## config.mk

```make
export PLATFORM = sky130hd
export DESIGN_NAME = ook_keying_sequencer_core
export DESIGN_NICKNAME = d
export VERILOG_FILES = /design/src/rtl/ooks_pkg.sv /design/src/rtl/ook_keying_sequencer_core.sv /design/src/rtl/ooks_csr.sv /design/src/rtl/ooks_engine.sv
export SDC_FILE = /design/constraint.sdc
export NUM_CORES = 1
export LEC_CHECK = 0
export BUFFER_PORTS_ARGS = -buffer_cell sky130_fd_sc_hd__buf_2
export CAP_MARGIN = 5
export CORE_ASPECT_RATIO = 0.9
export CORE_UTILIZATION = 30
export DETAILED_ROUTE_END_ITERATION = 10
export GPL_ROUTABILITY_DRIVEN = 1
export PLACE_DENSITY = 0.47
export SKIP_LAST_GASP = 1
export SYNTH_ARGS = -nofsm -noshare
export SYNTH_HDL_FRONTEND = slang
export SYNTH_SLANG_ARGS = --single-unit
```

## constraint.sdc

```tcl
create_clock -name clock -period 7.7 [get_ports clock]
set_input_delay 0 -clock clock [delete_from_list [all_inputs] [get_ports clock]]
set_output_delay 0 -clock clock [all_outputs]
set_load 0.01 [all_outputs]
```

## src/rtl/ooks_pkg.sv

```systemverilog
`timescale 1ns / 1ps
// ----------------------------------------------------------------------------
// ooks_pkg
// Shared types and constants for the on-off keying sequencer: transaction
// payloads, configuration bundle and register map.
// ----------------------------------------------------------------------------
package ooks_pkg;

   // Register port geometry: 64-bit data, one register per 8 bytes
   localparam int ADDR_W = 6;
   localparam int DATA_W = 64;
   localparam int IDX_W  = 3;

   // State and field widths
   localparam int DUR_W  = 32;
   localparam int ACC_W  = 33;
   localparam int POS_W  = 7;
   localparam int PAT_W  = 64;
   localparam int CNT_W  = 8;

   // Register indexes (byte address / 8)
   localparam logic [IDX_W-1:0] REG_MARK_LEN     = 3'd0;
   localparam logic [IDX_W-1:0] REG_SPACE_LEN    = 3'd1;
   localparam logic [IDX_W-1:0] REG_PAUSE_LEN    = 3'd2;
   localparam logic [IDX_W-1:0] REG_BIT_PATTERN  = 3'd3;
   localparam logic [IDX_W-1:0] REG_FRAME_BITS   = 3'd4;
   localparam logic [IDX_W-1:0] REG_REPEAT_COUNT = 3'd5;
   localparam logic [IDX_W-1:0] REG_LOOP_FOREVER = 3'd6;

   // Register reset values
   localparam logic [DUR_W-1:0] RST_MARK_LEN     = 32'd256;
   localparam logic [DUR_W-1:0] RST_SPACE_LEN    = 32'd256;
   localparam logic [DUR_W-1:0] RST_PAUSE_LEN    = 32'd0;
   localparam logic [PAT_W-1:0] RST_BIT_PATTERN  = 64'd0;
   localparam logic [POS_W-1:0] RST_FRAME_BITS   = 7'd0;
   localparam logic [CNT_W-1:0] RST_REPEAT_COUNT = 8'd1;
   localparam logic             RST_LOOP_FOREVER = 1'b0;

   // Largest frame count value (counter saturates here)
   localparam logic [CNT_W-1:0] FRAMES_MAX = 8'hFF;

   // Input transaction: one sample tick
   typedef struct packed {
      logic run;
      logic restart;
   } ooks_req_type;

   // Result transaction: one output sample
   typedef struct packed {
      logic key_on;
      logic done_res;
   } ooks_rsp_type;

   // Configuration bundle from the register file to the engine
   typedef struct packed {
      logic [DUR_W-1:0] mark_len;
      logic [DUR_W-1:0] space_len;
      logic [DUR_W-1:0] pause_len;
      logic [PAT_W-1:0] bit_pattern;
      logic [POS_W-1:0] frame_bits;
      logic [CNT_W-1:0] repeat_count;
      logic             loop_forever;
   } ooks_cfg_type;

endpackage

```

## src/rtl/ook_keying_sequencer_core.sv

```systemverilog
`timescale 1ns / 1ps
// ----------------------------------------------------------------------------
// ook_keying_sequencer_core
// On-off keying mark/space sequencer: plays a frame of up to 64 bits as
// carrier gate samples, with fractional interval lengths, pauses and repeats.
// ----------------------------------------------------------------------------
// Usage:
//  - req channel: one transaction per sample tick (run, restart).
//  - rsp channel: one transaction per tick (key_on, done_res), in order.
//  - csr port: APB-style, 64-bit data, register i at byte address 8*i,
//    zero wait states. Write only while no tick is in flight.
//  - Path: an accepted tick is held in the input stage, moves to the result
//    register when that slot is free, and is offered on rsp from there.
//  - Throughput: one tick per cycle while rsp_ready stays high; the per-tick
//    work is a single pass of one 33-bit add, compare and subtract between the two registers.
//  - Stall: when rsp_ready is low the result register holds; the input
//    stage still takes one more tick, then req_ready drops.
//  - Reset: registers take their reset values, playback state clears and
//    both stages empty. No clearing pass is needed.
// ----------------------------------------------------------------------------
module ook_keying_sequencer_core #(
   parameter int MAX_BITS  = 64,
   parameter int FRAC_BITS = 8
) (
   input  logic                        clock,
   input  logic                        reset,
   // tick input
   input  logic                        req_valid,
   output logic                        req_ready,
   input  ooks_pkg::ooks_req_type      req_data,
   // sample output
   output logic                        rsp_valid,
   input  logic                        rsp_ready,
   output ooks_pkg::ooks_rsp_type      rsp_data,
   // register port
   input  logic                        csr_psel,
   input  logic                        csr_penable,
   input  logic                        csr_pwrite,
   input  logic [ooks_pkg::ADDR_W-1:0] csr_paddr,
   input  logic [ooks_pkg::DATA_W-1:0] csr_pwdata,
   output logic [ooks_pkg::DATA_W-1:0] csr_prdata,
   output logic                        csr_pready
);

   ooks_pkg::ooks_cfg_type cfg;
   ooks_pkg::ooks_rsp_type tick_result;

   logic                   in_valid_ff,  in_valid_in;
   ooks_pkg::ooks_req_type in_data_ff,   in_data_in;
   logic                   out_valid_ff, out_valid_in;
   ooks_pkg::ooks_rsp_type out_data_ff,  out_data_in;
   logic                   advance;

   ooks_csr u_csr (
      .clock       (clock),
      .reset       (reset),
      .csr_psel    (csr_psel),
      .csr_penable (csr_penable),
      .csr_pwrite  (csr_pwrite),
      .csr_paddr   (csr_paddr),
      .csr_pwdata  (csr_pwdata),
      .csr_prdata  (csr_prdata),
      .csr_pready  (csr_pready),
      .cfg         (cfg)
   );

   ooks_engine #(
      .MAX_BITS  (MAX_BITS),
      .FRAC_BITS (FRAC_BITS)
   ) u_engine (
      .clock     (clock),
      .reset     (reset),
      .tick_fire (advance),
      .tick      (in_data_ff),
      .cfg       (cfg),
      .result    (tick_result)
   );

   // Stage handshake: the staged tick moves on when the result slot frees
   assign advance   = in_valid_ff && (!out_valid_ff || rsp_ready);
   assign req_ready = !in_valid_ff || advance;

   // Input stage
   always_comb begin
      in_valid_in = in_valid_ff;
      in_data_in  = in_data_ff;
      if (req_valid && req_ready) begin
         in_valid_in = 1'b1;
         in_data_in  = req_data;
      end else if (advance) begin
         in_valid_in = 1'b0;
      end
   end

   // Result register
   always_comb begin
      out_valid_in = out_valid_ff;
      out_data_in  = out_data_ff;
      if (advance) begin
         out_valid_in = 1'b1;
         out_data_in  = tick_result;
      end else if (rsp_ready) begin
         out_valid_in = 1'b0;
      end
   end

   always_ff @(posedge clock) begin
      if (reset) begin
         in_valid_ff  <= 1'b0;
         out_valid_ff <= 1'b0;
      end else begin
         in_valid_ff  <= in_valid_in;
         out_valid_ff <= out_valid_in;
      end
   end

   always_ff @(posedge clock) begin
      in_data_ff  <= in_data_in;
      out_data_ff <= out_data_in;
   end

   assign rsp_valid = out_valid_ff;
   assign rsp_data  = out_data_ff;

   // Carrier is never keyed on a sample that reports done
   a_key_not_done: assert property (@(posedge clock) disable iff (reset)
      rsp_valid |-> !(rsp_data.key_on && rsp_data.done_res))
      else $error("key_on asserted together with done");

   // A staged tick moves to an empty result register at once
   a_stage_drains: assert property (@(posedge clock) disable iff (reset)
      in_valid_ff && !out_valid_ff |=> out_valid_ff)
      else $error("staged tick did not reach result register");

   // Input stage full and stalled downstream means no new tick taken
   a_no_overrun: assert property (@(posedge clock) disable iff (reset)
      in_valid_ff && out_valid_ff && !rsp_ready |-> !req_ready)
      else $error("tick accepted while both stages stalled");

endmodule

```

## src/rtl/ooks_csr.sv

```systemverilog
`timescale 1ns / 1ps
// ----------------------------------------------------------------------------
// ooks_csr
// APB-style register file. Seven registers at 8-byte spacing, zero wait
// states, read data returned combinationally from the selected register.
// ----------------------------------------------------------------------------
module ooks_csr (
   input  logic                        clock,
   input  logic                        reset,
   input  logic                        csr_psel,
   input  logic                        csr_penable,
   input  logic                        csr_pwrite,
   input  logic [ooks_pkg::ADDR_W-1:0] csr_paddr,
   input  logic [ooks_pkg::DATA_W-1:0] csr_pwdata,
   output logic [ooks_pkg::DATA_W-1:0] csr_prdata,
   output logic                        csr_pready,
   output ooks_pkg::ooks_cfg_type      cfg
);

   logic [ooks_pkg::DUR_W-1:0] mark_len_ff,     mark_len_in;
   logic [ooks_pkg::DUR_W-1:0] space_len_ff,    space_len_in;
   logic [ooks_pkg::DUR_W-1:0] pause_len_ff,    pause_len_in;
   logic [ooks_pkg::PAT_W-1:0] bit_pattern_ff,  bit_pattern_in;
   logic [ooks_pkg::POS_W-1:0] frame_bits_ff,   frame_bits_in;
   logic [ooks_pkg::CNT_W-1:0] repeat_count_ff, repeat_count_in;
   logic                       loop_forever_ff, loop_forever_in;

   logic                       wr_en;
   logic [ooks_pkg::IDX_W-1:0] reg_idx;

   assign csr_pready = 1'b1;
   assign wr_en      = csr_psel && csr_penable && csr_pwrite;
   assign reg_idx    = csr_paddr[ooks_pkg::ADDR_W-1:ooks_pkg::ADDR_W-ooks_pkg::IDX_W];

   // Write decode
   always_comb begin
      mark_len_in     = mark_len_ff;
      space_len_in    = space_len_ff;
      pause_len_in    = pause_len_ff;
      bit_pattern_in  = bit_pattern_ff;
      frame_bits_in   = frame_bits_ff;
      repeat_count_in = repeat_count_ff;
      loop_forever_in = loop_forever_ff;
      if (wr_en) begin
         case (reg_idx)
            ooks_pkg::REG_MARK_LEN:     mark_len_in     = csr_pwdata[ooks_pkg::DUR_W-1:0];
            ooks_pkg::REG_SPACE_LEN:    space_len_in    = csr_pwdata[ooks_pkg::DUR_W-1:0];
            ooks_pkg::REG_PAUSE_LEN:    pause_len_in    = csr_pwdata[ooks_pkg::DUR_W-1:0];
            ooks_pkg::REG_BIT_PATTERN:  bit_pattern_in  = csr_pwdata[ooks_pkg::PAT_W-1:0];
            ooks_pkg::REG_FRAME_BITS:   frame_bits_in   = csr_pwdata[ooks_pkg::POS_W-1:0];
            ooks_pkg::REG_REPEAT_COUNT: repeat_count_in = csr_pwdata[ooks_pkg::CNT_W-1:0];
            ooks_pkg::REG_LOOP_FOREVER: loop_forever_in = csr_pwdata[0];
            default: ;
         endcase
      end
   end

   // Register storage
   always_ff @(posedge clock) begin
      if (reset) begin
         mark_len_ff     <= ooks_pkg::RST_MARK_LEN;
         space_len_ff    <= ooks_pkg::RST_SPACE_LEN;
         pause_len_ff    <= ooks_pkg::RST_PAUSE_LEN;
         bit_pattern_ff  <= ooks_pkg::RST_BIT_PATTERN;
         frame_bits_ff   <= ooks_pkg::RST_FRAME_BITS;
         repeat_count_ff <= ooks_pkg::RST_REPEAT_COUNT;
         loop_forever_ff <= ooks_pkg::RST_LOOP_FOREVER;
      end else begin
         mark_len_ff     <= mark_len_in;
         space_len_ff    <= space_len_in;
         pause_len_ff    <= pause_len_in;
         bit_pattern_ff  <= bit_pattern_in;
         frame_bits_ff   <= frame_bits_in;
         repeat_count_ff <= repeat_count_in;
         loop_forever_ff <= loop_forever_in;
      end
   end

   // Read mux
   always_comb begin
      case (reg_idx)
         ooks_pkg::REG_MARK_LEN:     csr_prdata = ooks_pkg::DATA_W'(mark_len_ff);
         ooks_pkg::REG_SPACE_LEN:    csr_prdata = ooks_pkg::DATA_W'(space_len_ff);
         ooks_pkg::REG_PAUSE_LEN:    csr_prdata = ooks_pkg::DATA_W'(pause_len_ff);
         ooks_pkg::REG_BIT_PATTERN:  csr_prdata = ooks_pkg::DATA_W'(bit_pattern_ff);
         ooks_pkg::REG_FRAME_BITS:   csr_prdata = ooks_pkg::DATA_W'(frame_bits_ff);
         ooks_pkg::REG_REPEAT_COUNT: csr_prdata = ooks_pkg::DATA_W'(repeat_count_ff);
         ooks_pkg::REG_LOOP_FOREVER: csr_prdata = ooks_pkg::DATA_W'(loop_forever_ff);
         default:                    csr_prdata = '0;
      endcase
   end

   assign cfg.mark_len     = mark_len_ff;
   assign cfg.space_len    = space_len_ff;
   assign cfg.pause_len    = pause_len_ff;
   assign cfg.bit_pattern  = bit_pattern_ff;
   assign cfg.frame_bits   = frame_bits_ff;
   assign cfg.repeat_count = repeat_count_ff;
   assign cfg.loop_forever = loop_forever_ff;

endmodule

```

## src/rtl/ooks_engine.sv

```systemverilog
`timescale 1ns / 1ps
// ----------------------------------------------------------------------------
// ooks_engine
// Playback state and per-tick logic. One tick is evaluated per cycle from
// the staged input transaction; state commits when the tick advances.
// ----------------------------------------------------------------------------
module ooks_engine #(
   parameter int MAX_BITS  = 64,
   parameter int FRAC_BITS = 8
) (
   input  logic                   clock,
   input  logic                   reset,
   input  logic                   tick_fire,
   input  ooks_pkg::ooks_req_type tick,
   input  ooks_pkg::ooks_cfg_type cfg,
   output ooks_pkg::ooks_rsp_type result
);

   localparam int ACC_W = ooks_pkg::ACC_W;
   localparam int DUR_W = ooks_pkg::DUR_W;
   localparam int POS_W = ooks_pkg::POS_W;
   localparam int CNT_W = ooks_pkg::CNT_W;
   localparam int PIX_W = $clog2(ooks_pkg::PAT_W);

   // One sample in fixed point, and the clamp for the frame length
   localparam logic [ACC_W-1:0] ONE_SAMPLE = ACC_W'(1) << FRAC_BITS;
   localparam logic [DUR_W-1:0] ONE_DUR    = ONE_SAMPLE[DUR_W-1:0];
   localparam logic [POS_W-1:0] MAX_LEN    = POS_W'(MAX_BITS);

   logic [POS_W-1:0] bit_position_ff,  bit_position_in;
   logic [ACC_W-1:0] frac_acc_ff,      frac_acc_in;
   logic [DUR_W-1:0] interval_len_ff,  interval_len_in;
   logic [CNT_W-1:0] frames_sent_ff,   frames_sent_in;
   logic             pausing_ff,       pausing_in;
   logic             finished_ff,      finished_in;

   logic [POS_W-1:0] len;
   logic [DUR_W-1:0] mark_dur;
   logic [DUR_W-1:0] space_dur;
   logic [ACC_W-1:0] acc_sum;
   logic             key;
   logic             finish_now;

   // Mark and space durations below one sample act as one sample
   assign mark_dur  = (cfg.mark_len  < ONE_DUR) ? ONE_DUR : cfg.mark_len;
   assign space_dur = (cfg.space_len < ONE_DUR) ? ONE_DUR : cfg.space_len;
   assign len       = (cfg.frame_bits > MAX_LEN) ? MAX_LEN : cfg.frame_bits;

   // Per-tick next state
   always_comb begin
      // restart clears playback before the tick is handled
      if (tick.restart) begin
         bit_position_in = '0;
         frac_acc_in     = '0;
         interval_len_in = '0;
         frames_sent_in  = '0;
         pausing_in      = 1'b0;
         finished_in     = 1'b0;
      end else begin
         bit_position_in = bit_position_ff;
         frac_acc_in     = frac_acc_ff;
         interval_len_in = interval_len_ff;
         frames_sent_in  = frames_sent_ff;
         pausing_in      = pausing_ff;
         finished_in     = finished_ff;
      end
      key        = 1'b0;
      finish_now = 1'b0;
      acc_sum    = '0;

      if (tick.run && !finished_in && (len != '0)) begin
         // set up the next interval
         if (interval_len_in == '0) begin
            if (pausing_in) begin
               interval_len_in = cfg.pause_len;
            end else if (bit_position_in < len) begin
               interval_len_in = cfg.bit_pattern[bit_position_in[PIX_W-1:0]] ?
                                 mark_dur : space_dur;
            end else begin
               // end of frame
               if (frames_sent_in != ooks_pkg::FRAMES_MAX) begin
                  frames_sent_in = frames_sent_in + CNT_W'(1);
               end
               if (cfg.loop_forever || (frames_sent_in < cfg.repeat_count)) begin
                  bit_position_in = '0;
                  frac_acc_in     = '0;
                  if (cfg.pause_len != '0) begin
                     pausing_in      = 1'b1;
                     interval_len_in = cfg.pause_len;
                  end else begin
                     interval_len_in = cfg.bit_pattern[0] ? mark_dur : space_dur;
                  end
               end else begin
                  finished_in = 1'b1;
                  finish_now  = 1'b1;
               end
            end
         end

         if (!finish_now) begin
            key = !pausing_in && (bit_position_in < len) &&
                  cfg.bit_pattern[bit_position_in[PIX_W-1:0]];
            // advance one sample, carry the remainder into the next interval
            acc_sum = frac_acc_in + ONE_SAMPLE;
            if (acc_sum >= {1'b0, interval_len_in}) begin
               frac_acc_in     = acc_sum - {1'b0, interval_len_in};
               interval_len_in = '0;
               if (pausing_in) begin
                  pausing_in      = 1'b0;
                  bit_position_in = '0;
               end else begin
                  bit_position_in = bit_position_in + POS_W'(1);
               end
            end else begin
               frac_acc_in = acc_sum;
            end
         end
      end

      result.key_on   = key;
      result.done_res = finished_in;
   end

   // State commit
   always_ff @(posedge clock) begin
      if (reset) begin
         bit_position_ff <= '0;
         frac_acc_ff     <= '0;
         interval_len_ff <= '0;
         frames_sent_ff  <= '0;
         pausing_ff      <= 1'b0;
         finished_ff     <= 1'b0;
      end else if (tick_fire) begin
         bit_position_ff <= bit_position_in;
         frac_acc_ff     <= frac_acc_in;
         interval_len_ff <= interval_len_in;
         frames_sent_ff  <= frames_sent_in;
         pausing_ff      <= pausing_in;
         finished_ff     <= finished_in;
      end
   end

   // Finished stays set until a restart
   a_finished_sticky: assert property (@(posedge clock) disable iff (reset)
      finished_ff && !(tick_fire && tick.restart) |=> finished_ff)
      else $error("finished flag dropped without restart");

   // Frame count only grows between restarts
   a_frames_monotonic: assert property (@(posedge clock) disable iff (reset)
      tick_fire && !tick.restart |=> frames_sent_ff >= $past(frames_sent_ff))
      else $error("frame count decreased without restart");

   // A pause always sits at the start of a frame
   a_pause_at_start: assert property (@(posedge clock) disable iff (reset)
      pausing_ff |-> bit_position_ff == '0)
      else $error("pausing with nonzero bit position");

endmodule
```

# Word-level counts from Yosys, hierarchy flattened
# Index checks and enable logic that the tools add are counted.
[totals]
romBits = 0
mem_bits_rw = 0
wordCells = 143
ff_bits = 264
input_bits = 79
n_memories = 0
output_inout_bits = 69
latchBits = 0
[classes]
eq_ne = 7
n_reduce_logical = 29
div_mod_pow = 0
shifts = 0
n_mul = 0
mux = 74
add_sub_neg = 4
n_lt_le_gt_ge = 9
bitwise_logic = 1
[op_table]
columns = ["cell", "n"]
rows = [
  ["two-way mux 32 bit", 14],
  ["one-hot mux 64 bit (7 select lines)", 1],
  ["two-way mux 33 bit", 9],
  ["two-way mux 8 bit", 10],
  ["two-way mux 7 bit", 11],
  ["< comparator 32 x 9 -> 1 bit, second input constant", 2],
  ["adder 33 x 9 -> 33 bit, second input constant", 1],
  ["greater-or-equal comparator 33 x 32 -> 1 bit", 1],
  ["subtractor 33 x 32 -> 33 bit", 1],
  ["logical NOT 32 bit", 1],
  ["nonzero test 32 bit", 1],
  ["two-way mux 1 bit", 27],
  ["< comparator 6 x 7 -> 1 bit, second input constant", 2],
  ["< comparator 7 bit", 2],
  ["AND reduction 2 bit", 7],
  ["binary-select mux 1 bit (select 6 bit)", 2],
  ["== test 3 bit, second input constant", 3],
  ["adder 8 x 1 -> 8 bit, second input constant", 1],
  ["logical AND 1 bit", 8],
  ["< comparator 8 bit", 1],
  ["inequality test 8 bit, second input constant", 1],
  ["adder 7 x 1 -> 7 bit, second input constant", 1],
  ["> comparator 7 bit, second input constant", 1],
  ["nonzero test 7 bit", 1],
  ["8 further kinds", 15],
]

# Longest topological paths before layout
[depth]
depth_word = 19
mapped_depth = 38

# By module
# From an unflattened synthesis, not the netlist that was laid out.
[hier_totals]
hier_cells = 2339
area_unflattened_um2 = 19120.8
[modules_own_cells]
columns = ["mod", "area_per_inst_um2", "cells_each", "n_inst"]
rows = [
  ["ooks_engine", 10371.2, 1439, 1],
  ["ooks_csr", 8525.7, 886, 1],
  ["ook_keying_sequencer_core", 224.0, 14, 1],
]

# Least setup slack after synthesis
# OpenSTA, ideal clock, no wires.
[synth_path]
path_kind = "register to register"
from = "register in_data_ff[0] (netlist name)"
to = "register u_engine.frac_acc_ff[9]"
setup_ns = 0.128
path_buffers = 6
setup_slack_ns = 0.289
path_stages_with_launch = 36
t_arrival_ns = 7.284
required_time_ns = 7.572
cell_sequence = "edfxtp_1 > buf_2 > clkbuf_1 > nor2b_1 > ha_1 > nand3_1 > or4_1 > buf_2 > and3_1 > xnor2_1 > ha_1 > o21a_1 > o21ai_0 > a211oi_1 > a21oi_1 > nor2_1 > clkbuf_1 > and2_1 > ha_1 > nand4_1 > nor4_1 > and3_1 > xnor2_1 > nor2_1 > ha_1 > a21o_1 > a21o_1 > a21oi_1 > o21ai_0 > a21o_1 > or2_1 > buf_2 > buf_6 > or3_1 > a32oi_1 > nor2_1"
[synth_between]
elab_chain_len = 19
elab_cells_between_ends = 44
[synth_rtl]
columns = ["element", "line_no", "text"]
rows = [
  ["from (decl)", "ook_keying_sequencer_core.sv:49", "ooks_pkg::ooks_req_type in_data_ff, in_data_in;"],
  ["from (signal assigned)", "ook_keying_sequencer_core.sv:118", "in_data_ff <= in_data_in;"],
  ["two-way mux 8 bit", "ooks_engine.sv:52", "if (tick.restart) begin"],
  ["adder 8 x 1 -> 8 bit or inequality test 8 bit (tied branches)", "ooks_engine.sv:82, ooks_engine.sv:81", ""],
  ["two-way mux 8 bit", "ooks_engine.sv:81", "if (frames_sent_in != ooks_pkg::FRAMES_MAX) begin"],
  ["two-way mux 8 bit", "ooks_engine.sv:76", "end else if (bit_position_in < len) begin"],
  ["two-way mux 8 bit", "ooks_engine.sv:74", "if (pausing_in) begin"],
  ["two-way mux 8 bit", "ooks_engine.sv:73", "if (interval_len_in == '0) begin"],
  ["two-way mux 8 bit", "ooks_engine.sv:71", "if (tick.run && !finished_in && (len != '0)) begin"],
  ["< comparator 8 bit", "ooks_engine.sv:84", "if (cfg.loop_forever || (frames_sent_in < cfg.repeat_count)) begin"],
  ["[... 3 more ...]", "--", ""],
  ["two-way mux 33 bit", "ooks_engine.sv:74", ""],
  ["two-way mux 33 bit", "ooks_engine.sv:73", ""],
  ["two-way mux 33 bit", "ooks_engine.sv:71", ""],
  ["adder 33 x 9 -> 33 bit", "ooks_engine.sv:104", "acc_sum = frac_acc_in + ONE_SAMPLE;"],
  ["subtractor 33 x 32 -> 33 bit or greater-or-equal comparator 33 x 32 -> 1 bit (tied branches)", "ooks_engine.sv:106, ooks_engine.sv:105", ""],
  ["two-way mux 33 bit", "ooks_engine.sv:105", "if (acc_sum >= {1'b0, interval_len_in}) begin"],
  ["two-way mux 33 bit", "ooks_engine.sv:100", "if (!finish_now) begin"],
  ["two-way mux 33 bit *", "ooks_engine.sv:71", ""],
  ["to (signal assigned)", "ooks_engine.sv:135", "frac_acc_ff <= frac_acc_in;"],
  ["to (decl)", "ooks_engine.sv:31", "logic [ACC_W-1:0] frac_acc_ff, frac_acc_in;"],
]
# Every way passes the cells marked *; elsewhere a longest branch is shown, timed or not. The select of a mux whose other input is x is not followed.
# A chain may end at the register's enable or synchronous reset.

# Final worst setup path
[layout_path]
from = "register in_data_ff[0] (netlist name)"
to = "register u_engine.frac_acc_ff[19]"
# The elaborated chain is that of the path after synthesis.

==> flow_summary.toml <==
[logic_synthesis]
post_synth_instance_area_um2 = 17300
synth_async_sr_flop_share_pct = 0
synth_cell_type_count = 81
synth_flop_cell = "sky130_fd_sc_hd__dfxtp_1"
synth_enable_flop_cells = 4
syn-instance-count = 2351
synth_fp_nets = 2485
syn_area_per_cell_um2 = 7.37
synth.yosys.seq_area_share_pct = 30.7
synth-seq-cells = 264
yosys_warnings = 0

[grt]
antenna_found_initial = 0
groute.usage.overall_pct = 23.7
first_global_vias = 17865
first_pass_grt_wire_length_um = 109000
grt_overflow = 0
grt_start_max_net_pins = 111

[floorplan]
chip_height_um = 230
design.die.area_um2 = 58700
floorplan.die.width_um = 255
core-area_um2 = 57000
io-pin-count = 148
starting_density_pct = 30.4
floorplan.rows = 83

[clock_network]
h_tree_level_count = 2
clock_sinks = 264
cts_root_buf = "sky130_fd_sc_hd__clkbuf_16"
worst_skew_pair.late_latency_ps = 550
cts_tree = "built"
cts_made_buffers = 35
number_of_buffers_on_the_longest_clock_path = 3
path_clk_slew_ps = 60

[sta]
final.setup.tns_ps = 0
fmax_ghz = 0.139
finClkSkew_ps = 22.2
timing.max_slew.rel_slack_pct = 16.9
share_of_the_clock_period_used_by_the_worst_path_pct = 93.1
finalWorstPathRequiredPeriod_ps = 7170
finalWorstSetupSlack_ps = 530
timing.final.max_slew_violations = 0
setup_viol_count_final = 0
tightest_slew_ps = 1250
final-hold-violation-count = 0

[power]
intPower_w = 0.00257
p_total_w = 0.00363
p_seq_share_pct = 38.3
share_comb_of_total_power_pct = 17.3
ir_drop_v = 0.000150
p_sw_share_pct = 29.2
power.switching_w = 0.00106
share_clk_of_total_power_pct = 44.4
p_leak_nw = 7.95
power.density_cell_area_nw_per_um2 = 176

[worst_setup_path]
worstPathBufferInverterCount = 4
cell_family_contributing_the_most_delay_on_the_critical_path = "simple AND/OR/NAND/NOR gates"
type_of_destination_of_the_critical_path = "flop"
r2r-start = "in_data_ff[0]"
critical_path_required_ps = 8160
critical_path.startpoint = "in_data_ff[0]"
worst-path-max-fanout = 14
worst_setup_path_start_kind = "flop"
slowest_stage = "sky130_fd_sc_hd__edfxtp_1"
timing_worst_setup_path_type = "flop to flop"
timing.critical_path.arrival_ps = 7630
worst_path_largest_cell_delay_ps = 520
reg2reg_slack_ps = 530

[run_status]
outcome = "finished, final reports clean"

[routing]
drtIter0Drc = 1902
vias = 18706
finalWirelength_um = 70200
post_drt_via_cell_ratio = 5.71
drt-wirelength-per-cell_um = 21.5
detail-route-antenna-nets = 0
detailed_router_iteration_count_before_antenna_repair = 6
drt_drc_violations_left = 0

[place]
placement.io_buffers = 143
placedCellCount = 3141
globalplace.congestion = 0.903
setup_ws_pre_cts_ps = 272
dp.final_hpwl_um = 49200

[layout]
layout.cells.non_filler = 3274
flow.area_growth_from_synthesis_pct = 19.4
layout_cells_sized_above_1_pct = 13.5
number_of_fillers_in_the_final_layout = 6038
seqCellArea_um2 = 5330
n_antenna_cell = 0
num-nets-final = 2625
multi_input_gate_area_in_the_final_layout_um2 = 11200

[run]
max_cap_viol_count = 0

[worst_hold_path]
hp-class = "input pin to flop"
min-delay-start = "csr_paddr[5]"
-- state kept, by name, summed over array words and instances (netlist names) --
| signal | count |
|---|---|
| in_data_ff | 2 |
| in_valid_ff | 1 |
| rsp_data | 2 |
| rsp_valid | 1 |
| u_csr.bit_pattern_ff | 64 |
| u_csr.frame_bits_ff | 7 |
| u_csr.loop_forever_ff | 1 |
| u_csr.mark_len_ff | 32 |
| u_csr.pause_len_ff | 32 |
| u_csr.repeat_count_ff | 8 |
| u_csr.space_len_ff | 32 |
| u_engine.bit_position_ff | 7 |
| u_engine.finished_ff | 1 |
| u_engine.frac_acc_ff | 33 |
| u_engine.frames_sent_ff | 8 |
| u_engine.interval_len_ff | 32 |
| u_engine.pausing_ff | 1 |
-- cell usage after synthesis (29+ instances only) --
library cell                 n  share of area, %
sky130_fd_sc_hd__nand2_1   514                11
sky130_fd_sc_hd__dfxtp_1   260                30
sky130_fd_sc_hd__a21oi_1   258               7.5
sky130_fd_sc_hd__clkbuf_1  144               3.1
sky130_fd_sc_hd__nor2_1    142               3.1
sky130_fd_sc_hd__o21ai_0   103               3.0
sky130_fd_sc_hd__a22oi_1    81               3.5
sky130_fd_sc_hd__nand3_1    64               1.8
sky130_fd_sc_hd__ha_1       54               3.9
sky130_fd_sc_hd__and3_1     51               1.8
sky130_fd_sc_hd__and2_1     46               1.7
sky130_fd_sc_hd__mux2i_1    46               2.7
sky130_fd_sc_hd__inv_1      37              0.80
sky130_fd_sc_hd__nor4_1     36               1.3
sky130_fd_sc_hd__xnor2_1    32               1.6
sky130_fd_sc_hd__a221oi_1   29               1.5
-- final timing paths --
path	depth (start not counted)	end
worst min-delay path	5	u_csr.loop_forever_ff
worst max register to register	33	u_engine.frac_acc_ff[19]
worst min register to register	2	u_engine.frac_acc_ff[6]
worst max-delay path	33	u_engine.frac_acc_ff[19]
-- stage by stage --
step | hold slack [ps] | utilization (%) | area (um^2)
floorplan | 98.9 | - | 17300
global placement | 186 | 32.9 | 18800
detailed placement | 192 | 32.9 | 18800
CTS | 41.1 | 36.1 | 20600
global route | 160 | 36.3 | 20700
finish | 101 | 36.3 | 20700
-- routing by layer --
layer  up-vias  GRT usage (%)  share of wire (%)
li1       8800              -                  -
met1      9138           34.5                 48
met2       693           36.2                 44
met3        75           3.60                6.3
met4         0           5.89                2.0
met5         -              0                  0
-- worst reg2reg max path, delay by kind of cell, from the launching register on --
kind,cells,cell delay (ps)
AO/OA/AOI/OAI,10,1650
XOR/XNOR,2,290
buffers and inverters,4,820
AND/OR/NAND/NOR,13,2680
adder cells (fa/ha/maj),4,1130
flip-flops,1,520
-- what timing repair did --
action / CTS / global route
gates resized for setup: 0 / 10
endpoints found under the setup margin: 0 / 60
hold buffers: 70 / 0
hold endpoints to repair: 194 / 0
buffers inserted: 0 / 8
-- cell families after synthesis --
family,count (synthesis),synth area share [%]
buffers and inverters,212,4.88
multiplexers,80,5.32
AO/OA/AOI/OAI,722,27.3
XOR/XNOR,59,2.98
adder cells (fa/ha/maj),55,4.02
flip-flops,264,30.7
AND/OR/NAND/NOR,958,24.8
other,1,0.0216
-- area by class of cell --
type,instances,share of cell area [%]
flip-flops and latches,264,25.7
repair buffers,276,9.28
clock inverters,8,0.369
well taps,765,4.63
clock buffers,47,4.94
multi-input cells,1875,54.3
inverters,39,0.708
-- power groups by stage --
stage / Combinational, W / Sequential, W / Clock [W]
2_1_floorplan: 0.000378 / 0.00142 / 0
3_3_place_gp: 0.000579 / 0.00142 / 0
3_5_place_dp: 0.000580 / 0.00142 / 0
4_1_cts: 0.000610 / 0.00139 / 0.00165
5_1_grt: 0.000673 / 0.00139 / 0.00169
6_report: 0.000627 / 0.00139 / 0.00161
-- cell usage in the layout (no fill, tap or decap), types with 11 or more instances in the layout --
cell and count:
sky130_fd_sc_hd__nor2b_1 19, sky130_fd_sc_hd__nand2_1 509, sky130_fd_sc_hd__o211ai_1 13, sky130_fd_sc_hd__o21ai_0 102
sky130_fd_sc_hd__o311ai_0 24, sky130_fd_sc_hd__mux2i_1 46, sky130_fd_sc_hd__mux2_2 27, sky130_fd_sc_hd__nand2b_1 12
sky130_fd_sc_hd__dlygate4sd3_1 70, sky130_fd_sc_hd__and3_1 50, sky130_fd_sc_hd__buf_2 142, sky130_fd_sc_hd__and2_1 45
sky130_fd_sc_hd__a21o_1 17, sky130_fd_sc_hd__nor3_1 13, sky130_fd_sc_hd__o22ai_1 15, sky130_fd_sc_hd__nand3_1 64
sky130_fd_sc_hd__xnor2_1 32, sky130_fd_sc_hd__a21oi_1 258, sky130_fd_sc_hd__o221ai_1 13, sky130_fd_sc_hd__a211oi_1 11
sky130_fd_sc_hd__nand4_1 19, sky130_fd_sc_hd__a221oi_1 29, sky130_fd_sc_hd__ha_1 54, sky130_fd_sc_hd__a22oi_1 81
sky130_fd_sc_hd__inv_1 37, sky130_fd_sc_hd__buf_4 61, sky130_fd_sc_hd__a211o_1 27, sky130_fd_sc_hd__xor2_1 27
sky130_fd_sc_hd__a31oi_1 15, sky130_fd_sc_hd__dfxtp_1 260, sky130_fd_sc_hd__nor4_1 36, sky130_fd_sc_hd__clkbuf_16 35
sky130_fd_sc_hd__nor2_1 139, sky130_fd_sc_hd__a32oi_1 11, sky130_fd_sc_hd__o2bb2ai_1 26, sky130_fd_sc_hd__o21a_1 13
No activity file was read; power rests on OpenSTA's default activity.
